[src/design/assert_macros.svh]
`ifndef ASSERT_MACROS_SVH
`define ASSERT_MACROS_SVH

// Same-cycle implication, disabled in reset
`define ASSERT_IMPLIES(label, clk, rst, ante, cons) \
  label: assert property (@(posedge clk) disable iff (rst) (ante) |-> (cons)) \
    else $error("assertion failed: same-cycle implication");

// Next-cycle implication, disabled in reset
`define ASSERT_NEXT(label, clk, rst, ante, cons) \
  label: assert property (@(posedge clk) disable iff (rst) (ante) |=> (cons)) \
    else $error("assertion failed: next-cycle implication");

`endif

[src/design/fct_pkg.sv]
package fct_pkg;

  localparam int COORD_W    = 16;
  localparam int RAD_W      = 15;
  localparam int OP_W       = 2;
  localparam int VERDICT_W  = 2;
  localparam int PLANE_W    = 64;
  localparam int PLANE_REGS = 6;
  localparam int CFG_IDX_W  = 3;
  localparam int Q_SHIFT    = 14;
  localparam int PROD_W     = 32;
  localparam int DIST_W     = 36;

  localparam logic [OP_W-1:0] OP_BOX    = 2'd0;
  localparam logic [OP_W-1:0] OP_SPHERE = 2'd1;
  localparam logic [OP_W-1:0] OP_POINT  = 2'd2;

  localparam logic [VERDICT_W-1:0] V_INSIDE    = 2'd0;
  localparam logic [VERDICT_W-1:0] V_INTERSECT = 2'd1;
  localparam logic [VERDICT_W-1:0] V_OUTSIDE   = 2'd2;

  typedef logic signed [COORD_W-1:0] coord_t;
  typedef logic [PLANE_W-1:0] plane_t;

  typedef struct packed {
    logic outside;
    logic inter;
  } plane_flags_t;

  typedef struct packed {
    logic en1;
    logic en2;
    logic en3;
  } stage_en_t;

endpackage

[src/design/fct_plane_eval.sv]
module fct_plane_eval import fct_pkg::*; (
  input  logic             clk,
  input  stage_en_t        en,
  input  plane_t           plane,
  input  logic [OP_W-1:0]  op,
  input  coord_t           lo_x,
  input  coord_t           lo_y,
  input  coord_t           lo_z,
  input  coord_t           hi_x,
  input  coord_t           hi_y,
  input  coord_t           hi_z,
  input  logic [OP_W-1:0]  op_s2,
  input  logic [RAD_W-1:0] radius_s2,
  output plane_flags_t     flags
);

  coord_t nx, ny, nz, off;
  coord_t pos_x, pos_y, pos_z, neg_x, neg_y, neg_z;
  logic   is_box;

  logic signed [PROD_W-1:0] ppx, ppy, ppz, pnx, pny, pnz;
  logic signed [DIST_W-1:0] off_scaled;
  logic signed [DIST_W-1:0] dpos, dneg;
  logic signed [DIST_W-1:0] r_scaled, r_upper;
  logic [RAD_W:0]           r_plus1;
  logic signed [DIST_W-1:0] sph_lo_chk;
  plane_flags_t             flags_next;

  assign nx  = plane[COORD_W-1:0];
  assign ny  = plane[2*COORD_W-1:COORD_W];
  assign nz  = plane[3*COORD_W-1:2*COORD_W];
  assign off = plane[4*COORD_W-1:3*COORD_W];

  // positive vertex: hi where the normal component is non-negative for a box, else lo
  assign is_box = (op == OP_BOX);
  assign pos_x  = (is_box && !nx[COORD_W-1]) ? hi_x : lo_x;
  assign pos_y  = (is_box && !ny[COORD_W-1]) ? hi_y : lo_y;
  assign pos_z  = (is_box && !nz[COORD_W-1]) ? hi_z : lo_z;
  assign neg_x  = nx[COORD_W-1] ? hi_x : lo_x;
  assign neg_y  = ny[COORD_W-1] ? hi_y : lo_y;
  assign neg_z  = nz[COORD_W-1] ? hi_z : lo_z;

  always_ff @(posedge clk) begin
    if (en.en1) begin
      ppx <= PROD_W'(nx * pos_x);
      ppy <= PROD_W'(ny * pos_y);
      ppz <= PROD_W'(nz * pos_z);
      pnx <= PROD_W'(nx * neg_x);
      pny <= PROD_W'(ny * neg_y);
      pnz <= PROD_W'(nz * neg_z);
    end
  end

  assign off_scaled = {{(DIST_W-COORD_W-Q_SHIFT){off[COORD_W-1]}}, off, {Q_SHIFT{1'b0}}};

  always_ff @(posedge clk) begin
    if (en.en2) begin
      dpos <= off_scaled + DIST_W'(ppx) + DIST_W'(ppy) + DIST_W'(ppz);
      dneg <= off_scaled + DIST_W'(pnx) + DIST_W'(pny) + DIST_W'(pnz);
    end
  end

  assign r_plus1    = {1'b0, radius_s2} + (RAD_W+1)'(1);
  assign r_scaled   = {{(DIST_W-RAD_W-Q_SHIFT){1'b0}}, radius_s2, {Q_SHIFT{1'b0}}};
  assign r_upper    = {{(DIST_W-RAD_W-1-Q_SHIFT){1'b0}}, r_plus1, {Q_SHIFT{1'b0}}};
  assign sph_lo_chk = dpos + r_scaled;

  always_comb begin
    flags_next = '0;
    case (op_s2)
      OP_BOX: begin
        flags_next.outside = dpos[DIST_W-1];
        flags_next.inter   = dneg[DIST_W-1];
      end
      OP_SPHERE: begin
        flags_next.outside = sph_lo_chk[DIST_W-1];
        flags_next.inter   = (dpos < r_upper);
      end
      OP_POINT: begin
        flags_next.outside = dpos[DIST_W-1];
      end
      default: flags_next = '0;
    endcase
  end

  always_ff @(posedge clk) begin
    if (en.en3) begin
      flags <= flags_next;
    end
  end

endmodule

[config.mk]
export PLATFORM = sky130hd
export DESIGN_NAME = fct_plane_eval
export DESIGN_NICKNAME = d
export VERILOG_FILES = /design/src/design/assert_macros.svh /design/src/design/fct_pkg.sv /design/src/design/fct_plane_eval.sv
export SDC_FILE = /design/constraint.sdc
export NUM_CORES = 2
export LEC_CHECK = 0
export BUFFER_PORTS_ARGS = -buffer_cell sky130_fd_sc_hd__buf_2
export CORE_ASPECT_RATIO = 0.75
export CORE_MARGIN = 2
export CORE_UTILIZATION = 35
export DETAILED_ROUTE_END_ITERATION = 10
export HOLD_SLACK_MARGIN = 0.1
export SETUP_SLACK_MARGIN = 0.1
export SLEW_MARGIN = 5
export SYNTH_ARGS = -nofsm -noshare
export SYNTH_HDL_FRONTEND = slang
export SYNTH_SLANG_ARGS = --single-unit
[constraint.sdc]
create_clock -name clk -period 9 [get_ports clk]
set_input_delay 0.45 -clock clk [delete_from_list [all_inputs] [get_ports clk]]
set_output_delay 0.45 -clock clk [all_outputs]
set_load 0.05 [all_outputs]
==> summary.md <==
| Metric | Value |
|---|---|
| Setup Buffers After CTS | 0 |
| Clock-pin slew on the worst setup and hold paths | approximately 0.07 ns |
| Worst path depth | 21 |
| Final period utilization | about 94% |
| FFs w/ async S/R, synth | 0% |
| Cell variety after synth | between 80 and 90 |
| Setup crit end kind | register |
| Worst Setup EP | ppx[22] |
| CTS tree | built |
| Worst Tran Pin Value | about 1.3 ns |
| Io pins | ~190 |
| Most area-hungry cell type in the Yosys netlist | fa_1 |
| Initial antenna violation count | 27 |
| Most frequent CP cell | fa_1 |
| Class of the worst hold path | in -> reg |
| Seq cells post-synth | between 200 and 250 |
| Mean Syn Cell Area | about 9.7 um2 |
| Worst Path Arrival | approximately 8.7 ns |
| Clk_lat worst skew | between 0.5 and 0.6 ns |
| Largest net degree at the start of global routing | 89 |
| Die Wd | ~530 um |
| Seq/Total Area, Yosys | a little under a tenth |
| Setup TNS | 0 ns |
| Worst-case reg-to-reg path depth | 12 |
| TritonRoute pass-1 iters | 5 |
| Post-DRT Antenna Nets | 0 |
| Mapped cell area | between 0.07 and 0.08 mm2 |
| WP buf/inv | 3 |
| Slew HR | between 10% and 20% |
| Core Area | 0.203 mm2 |
| Top post-synthesis cells by area | fa_1 (47%), ha_1 (11%), inv_1 (9.3%), edfxtp_1 (9.1%), nand2_1 (4.3%) |
| FF-to-FF Start | pnx[19] |
| Total track usage | about a fifth |
| Clock tree buffer depth | 3 |
| Cts bufs inserted | 26 |
| Vias per cell | 4.90 |
| Vias | between 40000 and 50000 |
| Drc violations | 0 |
| Reg-to-Reg End | dneg[34] |
| Maximum clock frequency | 0.119 GHz |
| Most used routing layer | met2 |
| Top Family by Delay on Critical Path | adder cells |
| Clock skew | about 0.0095 ns |
| Num rows | approximately 140 |
| Final setup vio count | 0 |
| First-pass GRT wire length | roughly 310000 um |
| Synth Instances | 7331 |
| Drt total wl | about 190000 um |
| Final Hold Vio Count | 0 |
| Root Buffer | clkbuf_16 |
| Unrepaired setup endpoints after global routing | no |
| Port Buf Inserts | about 180 |
| Synth top area share | 47.0% |
| Met2 Use GR | between 30% and 40% |
| CP required | 9.24 ns |
| CTS HTree Levels | 1 |
| Wire length per cell | roughly 19 um |
| Yosys warning count | 0 |
| Worst path cell trace | buf_2 > nor3_4 > buf_4 > nand2_1 > o21ai_1 > nand2_1 > fa_1 > fa_1 > fa_1 > fa_1 > inv_1 > fa_1 > fa_1 > ha_1 > a211oi_1 > o21a_1 > o21ai_0 > a221oi_1 > o211ai_1 > and3_1 > nor2_1 |
| GRT Residual Overflow | 0 |
| Max_cap viols | 0 |
| M3 GR Usage | approximately 3.1% |
| Crit Path Category | in -> reg |
| Post-detail-place hpwl | about 160000 um |
| Layout cells sized above 1 | 5.28% |
| Initial Util | 35.2% |
| Layout area overhead | 6.67% |
| Outcome | finished, final reports clean |
| Max incr delay on CP | around 0.7 ns |
| Gp weighted congestion | 0.918 |
| Fin crit period | ~8.4 ns |
| Clk sink count | ~220 |
| R2R setup slack | between 4 and 5 ns |
| CP Max Fanout | 21 |
| Die area | slightly above 0.2 mm2 |
| Slowest CP cell | a221oi_1 |
| Met1 usage | 27.9% |
| Vias in the first global route | between 50000 and 60000 |
| Slew Limit Fails | 0 |
| CP Launch Type | primary input |
| Fin nets | roughly 9800 |
| Iter 0 DRT Violations | 3298 |
| Worst Setup SP | plane[15] |
| Post-Syn Nets | between 9000 and 10000 |
| Overall die height | between 300 and 400 um |
| Top_reg_cell synth | edfxtp_1 |
| Number of synthesized flops with an enable pin | 216 |
-- cell type report --
| cell class | instances | area [um2] |
|---|---|---|
| Antenna cell | 9 | 22.5 |
| Clock buffer | 29 | 683 |
| Clock inverter | 19 | 220 |
| Fill cell | 20200 | 126000 |
| Inverter | 1769 | 6640 |
| Multi-Input combinational cell | 5083 | 57200 |
| Sequential cell | 216 | 6490 |
| Tap cell | 2682 | 3360 |
| Timing Repair Buffer | 252 | 1440 |
-- per-layer routing --
| layer | share of wire (%) | up-vias | routed length (um) |
|---|---|---|---|
| met5 | 0.036 | - | 69 |
| met3 | 6.7 | 207 | 12900 |
| li1 | - | 21900 | - |
| met4 | 2.5 | 10 | 4790 |
| met2 | 45 | 1462 | 86900 |
| met1 | 46 | 25700 | 88500 |
-- flip-flops by register name (all words and copies together) (netlist names) --
register,cells
flags,2
ppy,32
dpos,21
ppz,32
ppx,32
pnx,32
pnz,32
dneg,1
pny,32
-- Yosys cell counts, drive strengths merged (5+ instances only) --
cell,n
a211oi,28
edfxtp,216
a221oi,5
xnor2,176
nor3,29
mux2,19
o21bai,24
nand4,21
or3,8
a31o,8
a21oi,172
o21ai,120
a21boi,5
o31ai,10
a311oi,8
a221o,5
clkbuf,256
a2111oi,10
inv,1769
or2,38
nand2b,49
o41ai,5
nor2b,303
a21o,113
xor2,61
mux2i,29
and3,16
o21a,32
ha,610
a31oi,9
fa,1672
o211ai,15
and2,402
buf,7
nor2,177
nand2,819
nor4,6
nand3,40
-- layout by cell type, fill, tap and decap left out, types with 17 or more instances in the layout --
cell	n
inv_1	1769
fa_1	1672
nand2_1	819
ha_1	610
and2_1	402
nor2b_1	303
edfxtp_1	216
buf_2	183
nor2_1	177
xnor2_1	176
a21oi_1	170
a21o_1	112
o21ai_0	102
buf_4	68
xor2_1	61
nand2b_1	49
nand3_1	40
or2_2	36
o21a_1	31
mux2i_1	29
clkbuf_16	27
a211oi_1	26
nor3_1	24
o21bai_1	24
nand4_1	21
mux2_2	19
o21ai_1	17
-- worst min path at each step --
stage,start,to,slack [ns],depth (start not counted)
2_1_floorplan,en[1],dneg[34],0.56,0
3_3_place_gp,en[0],flags[0],0.72,1
3_5_place_dp,en[0],flags[0],0.73,1
4_1_cts,en[0],flags[0],0.13,1
5_1_grt,en[0],flags[0],0.13,1
6_report,en[0],flags[0],0.16,1
-- stage by stage --
step | setup WS (ns) | cells | utilization (%) | hold WS (ns) | area (um2)
global route | 0.168 | 10100 | 37.5 | 0.129 | 76000
finish | 0.573 | 10100 | 37.5 | 0.159 | 76000
CTS | 0.239 | 10100 | 37.5 | 0.130 | 76000
global placement | -0.361 | 10000 | 37.1 | 0.724 | 75100
floorplan | 1.64 | 7331 | - | 0.562 | 71300
detailed placement | -0.332 | 10000 | 37.1 | 0.727 | 75100
-- cells by family (layout without fill, tap and decap cells) --
group / count (synthesis) / in the layout / share of synthesized area, %
AOI/OAI and AO/OA: 595 / 595 / 5.60
xor gates and xnor gates: 237 / 237 / 2.91
other: 0 / 9 / 0
adders and majority gates: 2282 / 2282 / 57.7
DFF: 216 / 216 / 9.10
muxes: 48 / 48 / 0.707
and+or+nand+nor: 1921 / 1921 / 13.3
buffers and inverters: 2032 / 2069 / 10.7
-- timing repair --
action | in CTS | in global routing
gates resized for setup | 0 | 1
hold buffers | 0 | 0
setup endpoints to repair | 0 | 3
endpoints found under the hold margin | 0 | 0
Power is left out: the tool's default activity adds up to more than one toggle a clock period on the data nets, which glitch-free logic cannot reach.
