==> src/design/assert_macros.svh <==
`ifndef ASSERT_MACROS_SVH
`define ASSERT_MACROS_SVH

// Same-cycle implication, disabled in reset
`define ASSERT_IMPLIES(label, clk, rst, ante, cons) \
  label: assert property (@(posedge clk) disable iff (rst) (ante) |-> (cons)) \
    else $error("assertion failed: same-cycle implication");

// Next-cycle implication, disabled in reset
`define ASSERT_NEXT(label, clk, rst, ante, cons) \
  label: assert property (@(posedge clk) disable iff (rst) (ante) |=> (cons)) \
    else $error("assertion failed: next-cycle implication");

`endif

==> src/design/fct_pkg.sv <==
package fct_pkg;

  localparam int COORD_W    = 16;
  localparam int RAD_W      = 15;
  localparam int OP_W       = 2;
  localparam int VERDICT_W  = 2;
  localparam int PLANE_W    = 64;
  localparam int PLANE_REGS = 6;
  localparam int CFG_IDX_W  = 3;
  localparam int Q_SHIFT    = 14;
  localparam int PROD_W     = 32;
  localparam int DIST_W     = 36;

  localparam logic [OP_W-1:0] OP_BOX    = 2'd0;
  localparam logic [OP_W-1:0] OP_SPHERE = 2'd1;
  localparam logic [OP_W-1:0] OP_POINT  = 2'd2;

  localparam logic [VERDICT_W-1:0] V_INSIDE    = 2'd0;
  localparam logic [VERDICT_W-1:0] V_INTERSECT = 2'd1;
  localparam logic [VERDICT_W-1:0] V_OUTSIDE   = 2'd2;

  typedef logic signed [COORD_W-1:0] coord_t;
  typedef logic [PLANE_W-1:0] plane_t;

  typedef struct packed {
    logic outside;
    logic inter;
  } plane_flags_t;

  typedef struct packed {
    logic en1;
    logic en2;
    logic en3;
  } stage_en_t;

endpackage

==> src/design/fct_plane_regs.sv <==
module fct_plane_regs import fct_pkg::*; (
  input  logic                 clk,
  input  logic                 rst,
  input  logic                 wr_en,
  input  logic [CFG_IDX_W-1:0] wr_index,
  input  plane_t               wr_data,
  output plane_t               planes [PLANE_REGS]
);

  plane_t planes_q [PLANE_REGS];

  always_ff @(posedge clk) begin
    if (rst) begin
      for (int i = 0; i < PLANE_REGS; i++) begin
        planes_q[i] <= '0;
      end
    end else if (wr_en && (wr_index < CFG_IDX_W'(PLANE_REGS))) begin
      planes_q[wr_index] <= wr_data;
    end
  end

  assign planes = planes_q;

endmodule

==> config.mk <==
export PLATFORM = sky130hd
export DESIGN_NAME = fct_plane_regs
export DESIGN_NICKNAME = d
export VERILOG_FILES = /design/src/design/assert_macros.svh /design/src/design/fct_pkg.sv /design/src/design/fct_plane_regs.sv
export SDC_FILE = /design/constraint.sdc
export NUM_CORES = 1
export LEC_CHECK = 0
export BUFFER_PORTS_ARGS = -buffer_cell sky130_fd_sc_hd__buf_4
export CAP_MARGIN = 0
export CORE_MARGIN = 2
export CORE_UTILIZATION = 51
export CTS_CLUSTER_SIZE = 40
export DETAILED_ROUTE_END_ITERATION = 7
export HOLD_SLACK_MARGIN = 0.12
export PLACE_DENSITY = 0.79
export SETUP_SLACK_MARGIN = 0.3
export SLEW_MARGIN = 20
export SYNTH_ARGS = -nofsm -noshare
export SYNTH_HDL_FRONTEND = slang
export SYNTH_SLANG_ARGS = --single-unit
==> constraint.sdc <==
create_clock -name clk -period 1.8 [get_ports clk]
set_clock_uncertainty 0.2 [all_clocks]
set_input_delay 0.18 -clock clk [delete_from_list [all_inputs] [get_ports clk]]
set_output_delay 0.18 -clock clk [all_outputs]
set_load 0.05 [all_outputs]
==> results of run 1 <==
==> area by class of cell <==
type | instances | area, µm² | area share, %
Antenna cell | 1 | 2.50 | 0.0119
Tap cell | 384 | 480 | 2.29
Multi-Input combinational cell | 840 | 6800 | 32.3
Sequential cell | 384 | 7690 | 36.6
Clock inverter | 10 | 100 | 0.476
Clock buffer | 62 | 1190 | 5.69
Timing Repair Buffer | 567 | 4750 | 22.6
==> how the worst min path moves through the flow <==
stage / from / end / slack [ps] / depth (start not counted)
after floorplan: wr_data[49] / planes[369]$_SDFFE_PP0P_ / 240 / 2
after global placement: planes[348]$_SDFFE_PP0P_ / planes[348]$_SDFFE_PP0P_ / 260 / 2
after detailed placement: planes[367]$_SDFFE_PP0P_ / planes[367]$_SDFFE_PP0P_ / 260 / 2
after CTS: wr_index[0] / planes[345]$_SDFFE_PP0P_ / 50 / 4
after global routing: wr_index[0] / planes[345]$_SDFFE_PP0P_ / 80 / 4
final: wr_index[0] / planes[345]$_SDFFE_PP0P_ / 70 / 4
==> critical path, delay by kind of cell <==
family                 cells  cell delay (ps)
buffers and inverters      3             1290
and+or+nand+nor            1              120
muxes                      1              110
==> cells by family (layout without fill, tap and decap cells) <==
logic type	after synthesis	count (layout)	synth area share (%)
flip-flops	384	384	51.8
other	0	1	0
buffers and inverters	94	639	2.88
multiplexers	384	384	25.9
AND/OR/NAND/NOR	456	456	19.4
==> where the power goes <==
group	internal (mW)	leakage (nW)	switching [mW]
Clock	4.85	0.644	3.29
Combinational	0.857	6.91	1.32
Sequential	8.69	3.11	0.108
Total	14.4	10.7	4.71
==> layer usage <==
layer / track usage [%] / share of wire, %
met4: 14.2 / 5.4
met3: 6.96 / 6.4
met1: 31.8 / 40
met2: 46.4 / 48
met5: 0 / 0
==> cell usage after synthesis <==
| library cell | number | area [µm²] |
|---|---|---|
| dfxtp_1 | 384 | 7690 |
| buf_6 | 1 | 11.3 |
| nand2b_1 | 448 | 2800 |
| nand4bb_1 | 3 | 33.8 |
| or4b_1 | 1 | 10.0 |
| buf_2 | 41 | 205 |
| mux2i_1 | 384 | 3840 |
| nor4b_1 | 1 | 8.76 |
| and4bb_2 | 1 | 12.5 |
| buf_12 | 1 | 20.0 |
| nand4b_1 | 2 | 17.5 |
| clkbuf_1 | 51 | 191 |
==> metrics by stage <==
stage | total power, mW | setup slack (ps) | cells | area, µm²
global placement | 11.0 | 226 | 2102 | 18900
floorplan | 10.3 | 379 | 1318 | 14800
CTS | 19.2 | 305 | 2246 | 20900
detailed placement | 11.0 | 170 | 2102 | 18900
finish | 19.1 | 285 | 2248 | 21000
global route | 19.7 | 252 | 2248 | 21000
==> timing repair <==
| item | CTS | global route |
|---|---|---|
| gates cloned | 0 | 0 |
| pin swaps | 0 | 0 |
| setup endpoints to repair | 2 | 35 |
| endpoints found under the hold margin | 384 | 44 |
| hold buffers | 72 | 1 |
| resized for setup | 3 | 22 |
==> results.toml, run 1 <==
[placement]
io_buffer_count = 453
place.gp.congestion = 0.829
place.detailed.hpwl_um = 28600

[timing]
max_freq_ghz = 0.660
min_period_over_period_pct = 84.1
fin_tns_setup_ps = 0
fin_hold_ws_ps = 66.2
final_max_slew_viol_count = 0
rsz0062_at_grt = "yes"
min_period_ps = 1510
finalHoldViolations = 0
slew_headroom_pct = 62.3
setup_viol = 0
worstMarginPinSlew_ps = 565

[synthesis]
netlist_instances = 1318
yosysWarnings = 0
syn-cell-area_um2 = 14800
synth_nets = 1388
syn_area_per_cell_um2 = 11.3
ys_ff_latch = 384
yosysSeqAreaShare_pct = 51.8
netlist-cell-type-count = 12

[detailed_routing]
avgRoutedWirePerCell_um = 19.3
drt-total-wl_um = 43400
drt_iter0_drc = 476
vias = 11300
antenna_left = 0
drc = 0
post_drt_via_cell_ratio = 5.05
drtPass1Iterations = 4

[floorplan]
core_um2 = 28700
io_pins = 454
rows = 62
start_util_pct = 51.7
die_x_um = 175
die_h_um = 175
die_area_um2 = 30500

[clocking]
htreeDepth = 2
tritoncts = "built"
clockBufferDepth = 3
post_cts_buffers = 0
cts.sinks = 384
cts_buffers = 40
worstSkewPairLatency_ps = 510
clkTransAtPathRegs_ps = 60
clock-root-buffer = "clkbuf_16"

[setup_path]
cp-start-kind = "input port"
slowest_delay_ps = 600
r2r_slack_ps = 360
endpoint = "planes[281]$_SDFFE_PP0P_"
crit_type = "input port to flop"
cp.required_ps = 1990
path_max_fanout = 6
crit_top_cell = "dlygate4sd3_1"
cp-startpoint = "wr_data[25]"
r2r_cells = 3
crit_chain = "dlygate4sd3_1, buf_4, nand2b_2, mux2i_1, dlygate4sd3_1"
r2r_end = "planes[281]$_SDFFE_PP0P_"
cp-end-kind = "flop"
timing.rr.start = "planes[281]$_SDFFE_PP0P_"
cp_slowest_cell = "dlygate4sd3_1"
arrival_ps = 1710

[global_routing]
antenna_found_initial = 1
grt_pass1_vias = 11600
grt_pass1_wl_um = 65500
grt_max_degree = 59
grt_overflow = 0
grt_use_total_pct = 27.3

[finish]
largest_reg_flops = 384
n_fill_cell = 2029
final_core_util_pct = 73.2
final_common_cell = "buf_4"
final_cell_mix = "455 x buf_4, 443 x nand2b_1, 384 x mux2i_1"
area.growth.synth_to_final_pct = 41.6
fin_nets = 1903
drive_above_1_share_pct = 30.3

[power]
power.leakage_nw = 10.7
powerDensity_nw_per_um2 = 909
ir_worst_vdd_mv = 0.744

[outcome]
status = "complete, no violations"

[min_path]
worstHoldPathType = "input port to flop"

[job]
maxCapViolations = 0
Power figures use the tool's default switching activity.
==> inputs of run 2 (changes only) <==
- clock period: 1.8 -> 1.55 ns (I/O delays scaled with it)
==> run 2 against run 1 <==
  * Wire length rose by 54%
  * Clock power rose by 17%
  * Sequential power rose by 17%
  * The flow now finishes with violations (negative hold slack)
  * First-iteration DRC count rose by 120%
  * Flip-flop and latch count did not move
  * Non-clock buffer count rose by 217
  * Cell count rose by 9.4%
==> results.toml, run 2 (synthesized netlist as in run 1, its figures left out) <==
[setup_path]
arrival_ps = 1090
cp-end-kind = "output port"
cp.required_ps = 1190
slowest_delay_ps = 390
path_max_fanout = 2
cp_slowest_cell = "dfxtp_2"
critPathTopFamily = "flip-flops"
cp-startpoint = "planes[101]$_SDFFE_PP0P_"
crit_chain = "buf_8"
crit_type = "flop to output port"
timing.rr.start = "planes[222]$_SDFFE_PP0P_"
cp-start-kind = "flop"
crit_buf_inv = 1

[job]
maxCapViolations = 0

[timing]
setup_viol = 0
setup_ws_ps = 108
final_max_slew_viol_count = 0
min_period_ps = 1440
max_freq_ghz = 0.693
finalHoldViolations = 2
min_period_over_period_pct = 93.0
worstMarginPinSlew_ps = 536
rsz0062_at_grt = "yes"
slew_headroom_pct = 64.2
fin_tns_setup_ps = 0
fin_hold_ws_ps = -23.8

[finish]
final_core_util_pct = 91.0
largest_reg_flops = 384
area.growth.synth_to_final_pct = 75.9
drive_above_1_share_pct = 57.5
diodes = 0
final_cell_mix = "412 x nand2b_1, 384 x mux2i_1, 368 x buf_8, 368 x dfxtp_2, 309 x buf_4"
fin_nets = 2119
final_common_cell = "nand2b_1"

[clocking]
clock-root-buffer = "clkbuf_16"
clkTransAtPathRegs_ps = 70
tritoncts = "built"
cts.sinks = 384
worstSkewPairLatency_ps = 530
clockBufferDepth = 3
htreeDepth = 2
cts_buffers = 39

[detailed_routing]
antenna_left = 0
avgRoutedWirePerCell_um = 27.2
vias = 13800
drtPass1Iterations = 5
post_drt_via_cell_ratio = 5.63
drt_iter0_drc = 1035
drc = 0
drt-total-wl_um = 67000

[min_path]
hp-start = "wr_index[2]"
worstHoldPathType = "input port to flop"

[power]
sequentialPowerShare_pct = 44.7
swShare_pct = 26.7
power_frac_clock_pct = 41.2
total_power_mw = 23.1
p_sw_mw = 6.16
p_int_mw = 17.0
powerDensity_nw_per_um2 = 885
p_comb_share_pct = 14.0
power.leakage_nw = 12.9
ir_worst_vdd_mv = 0.728

[floorplan]
die_x_um = 175
start_util_pct = 51.7
core_um2 = 28700
io_pins = 454
rows = 62
die_area_um2 = 30500
die_h_um = 175

[placement]
place.detailed.hpwl_um = 29200
place_ws_ps = -71.8
place.gp.congestion = 0.814
io_buffer_count = 453

[global_routing]
grt_use_total_pct = 34.8
grt_pass1_wl_um = 82400
antenna_found_initial = 0
grt_max_degree = 78
grt_pass1_vias = 13700
grt_overflow = 0

[outcome]
status = "complete, but fails checks"
violations = "negative hold slack"
-- run 2: changes by cell type in the layout (fill, tap and decap cells not counted), sizes merged --
cell	delta
buf	+220
clkinv	-4
dlygate4sd3	-3
clkbuf	-2
diode	-1
inv	+1
-- run 2: power by group through the flow --
stage               clock network, mW  logic (mW)  registers (mW)
global placement                    0        2.42            10.4
finish                           9.54        3.24            10.3
floorplan                           0       0.832            11.2
global route                     9.87        3.31            10.3
detailed placement                  0        2.45            10.4
CTS                              9.20        2.93            10.3
-- run 2: final timing paths --
check | slack, ps | endpoint | depth (start not counted)
min reg2reg | 290 | planes[212]$_SDFFE_PP0P_ | 2
max | 110 | planes[101] | 1
max reg2reg | 320 | planes[222]$_SDFFE_PP0P_ | 4
min | -20 | planes[326]$_SDFFE_PP0P_ | 4
-- run 2: area by class of cell --
class | instances | area (µm²)
Timing Repair Buffer | 784 | 9140
Sequential cell | 384 | 8210
Multi-Input combinational cell | 840 | 7060
Fill cell | 942 | 2590
Clock buffer | 60 | 1130
Tap cell | 384 | 480
Clock inverter | 7 | 88.8
-- run 2: layer usage --
metal	vias to the layer above	part of all wire (%)	GRT usage, %
met5	-	0	0
met4	0	9.3	20.2
met3	355	7.6	8.94
met2	879	49	62.7
met1	6813	34	36.6
li1	5800	-	-
-- run 2: what timing repair did --
item                                     CTS  global route
pin swaps                                  0             0
hold buffers                              66             5
gates resized for setup                 1081            71
endpoints found under the setup margin   384           391
endpoints found under the hold margin    384            30
setup buffers                             85           139
-- run 2: through the flow --
stage	instance area, µm²	instances
finish	26100	2459
global route	26100	2459
CTS	24800	2316
detailed placement	19200	2098
global placement	19200	2098
floorplan	15200	1318
==> inputs of run 3 (changes only) <==
- REMOVE_ABC_BUFFERS: not set -> 1
==> run 3 against run 2 <==
  * The flow now finishes without violations
  * Critical endpoint is now planes[304]$_SDFFE_PP0P_
  * Maximum frequency is 4.4% lower
  * Sequential share of layout area rose by 0.18 points
  * Register-to-register slack lost 160 ps
==> results.toml, run 3 (synthesized netlist as in run 1, its figures left out) <==
[outcome]
status = "complete, no violations"

[timing]
worstMarginPinSlew_ps = 518
max_freq_ghz = 0.663
finalHoldViolations = 0
slew_headroom_pct = 64.5
min_period_ps = 1510
setup_viol = 0
rsz0062_at_grt = "yes"
fin_hold_ws_ps = 40.1
setup_ws_ps = 42.0
final_max_slew_viol_count = 0
fin_tns_setup_ps = 0
min_period_over_period_pct = 97.3

[setup_path]
slowest_delay_ps = 780
cp-start-kind = "input port"
cp-end-kind = "flop"
path_max_fanout = 8
cp_slowest_cell = "dlygate4sd3_1"
arrival_ps = 1680
cp.required_ps = 1730
crit_chain = "clkbuf_8, dlygate4sd3_1, nand2b_1, mux2i_1"
crit_type = "input port to flop"
r2r_cells = 3

[placement]
place_ws_ps = 15.3
place.detailed.hpwl_um = 29400
place.gp.congestion = 0.817
io_buffer_count = 453

[detailed_routing]
drt_iter0_drc = 1183
antenna_left = 0
drt-total-wl_um = 67000
post_drt_via_cell_ratio = 5.68
drtPass1Iterations = 5
drc = 0
vias = 14100
avgRoutedWirePerCell_um = 27.1

[finish]
largest_reg_flops = 384
final_cell_mix = "448 x nand2b_1, 384 x mux2i_1, 369 x dfxtp_2"
seqCellArea_um2 = 8210
area.growth.synth_to_final_pct = 74.8
n_fill_cell = 921
multiInputGateArea_um2 = 6780
fin_nets = 2133
final_common_cell = "nand2b_1"
drive_above_1_share_pct = 56.3

[floorplan]
io_pins = 454
start_util_pct = 51.7
die_h_um = 175
die_area_um2 = 30500
rows = 62
core_um2 = 28700
die_x_um = 175

[clocking]
clockBufferDepth = 3
cts_buffers = 39
tritoncts = "built"
worstSkewPairLatency_ps = 520
cts.sinks = 384
htreeDepth = 2
clkTransAtPathRegs_ps = 80
clock-root-buffer = "clkbuf_16"

[min_path]
whs_path_depth = 4
worstHoldPathType = "input port to flop"

[global_routing]
grt_use_total_pct = 33.3
grt_pass1_wl_um = 79500
grt_max_degree = 65
grt_overflow = 0
grt_pass1_vias = 13300
antenna_found_initial = 1

[power]
ir_worst_vdd_mv = 0.734
total_power_mw = 23.2
power.leakage_nw = 12.8
powerDensity_nw_per_um2 = 892

[job]
maxCapViolations = 0
==> run 3: cell count changes in the layout (fill, tap and decap cells not counted), moves of 2 or more <==
cell            previous run  this run
buf_8                    368       357
nand2b_1                 412       448
dlygate4sd3_1             70        65
buf_6                     16        25
clkbuf_16                 39        41
clkbuf_1                  13         9
buf_4                    309       324
diode_2                    0         2
nand2b_4                  36         0
dlymetal6s4s_1             0         5
clkinv_2                   4         7
==> run 3: through the flow <==
stage | util [%] | cell area [µm²] | instances
after floorplan | - | 14400 | 1224
after global placement | 66.1 | 19000 | 2112
after detailed placement | 66.1 | 19000 | 2112
after CTS | 83.6 | 24000 | 2330
after global routing | 90.4 | 25900 | 2475
final | 90.4 | 26000 | 2476
==> run 3: worst paths after layout <==
kind | startpoint | to | slack [ps]
worst max-delay path | rst | planes[304]$_SDFFE_PP0P_ | 40
worst min-delay path | wr_index[0] | planes[265]$_SDFFE_PP0P_ | 40
worst max register to register | planes[77]$_SDFFE_PP0P_ | planes[77]$_SDFFE_PP0P_ | 160
worst min register to register | planes[106]$_SDFFE_PP0P_ | planes[106]$_SDFFE_PP0P_ | 290
==> run 3: critical path, delay by kind of cell <==
family | cells | cell delay, ps
simple gates | 1 | 350
mux | 1 | 200
buf+inv | 2 | 980
==> run 3: timing repair <==
item / CTS / global route
hold buffers: 69 / 1
endpoints found under the setup margin: 384 / 412
pin swaps: 0 / 0
buffers inserted: 81 / 143
endpoints found under the hold margin: 384 / 24
resized for setup: 837 / 312
==> run 3: area by class of cell <==
cell class,instances,share of cell area (%)
antenna,2,0.0193
tap,384,1.85
sequential,384,31.6
timing repair buffer,798,35.5
clock buffer,59,4.56
clock inverter,9,0.280
multi-input combinational,840,26.1
==> run 3: layer usage <==
metal	GRT usage, %	vias up	wire [µm]
met5	0	-	0
met4	16.7	0	5730
met3	8.51	382	6010
met2	59.8	969	32500
met1	36.5	6864	22700
li1	-	5845	-
==> run 3: power by group <==
group	internal (mW)	switching, mW	leakage (nW)
clock	5.44	4.21	0.622
combinational	1.43	1.74	8.84
sequential	10.1	0.236	3.30
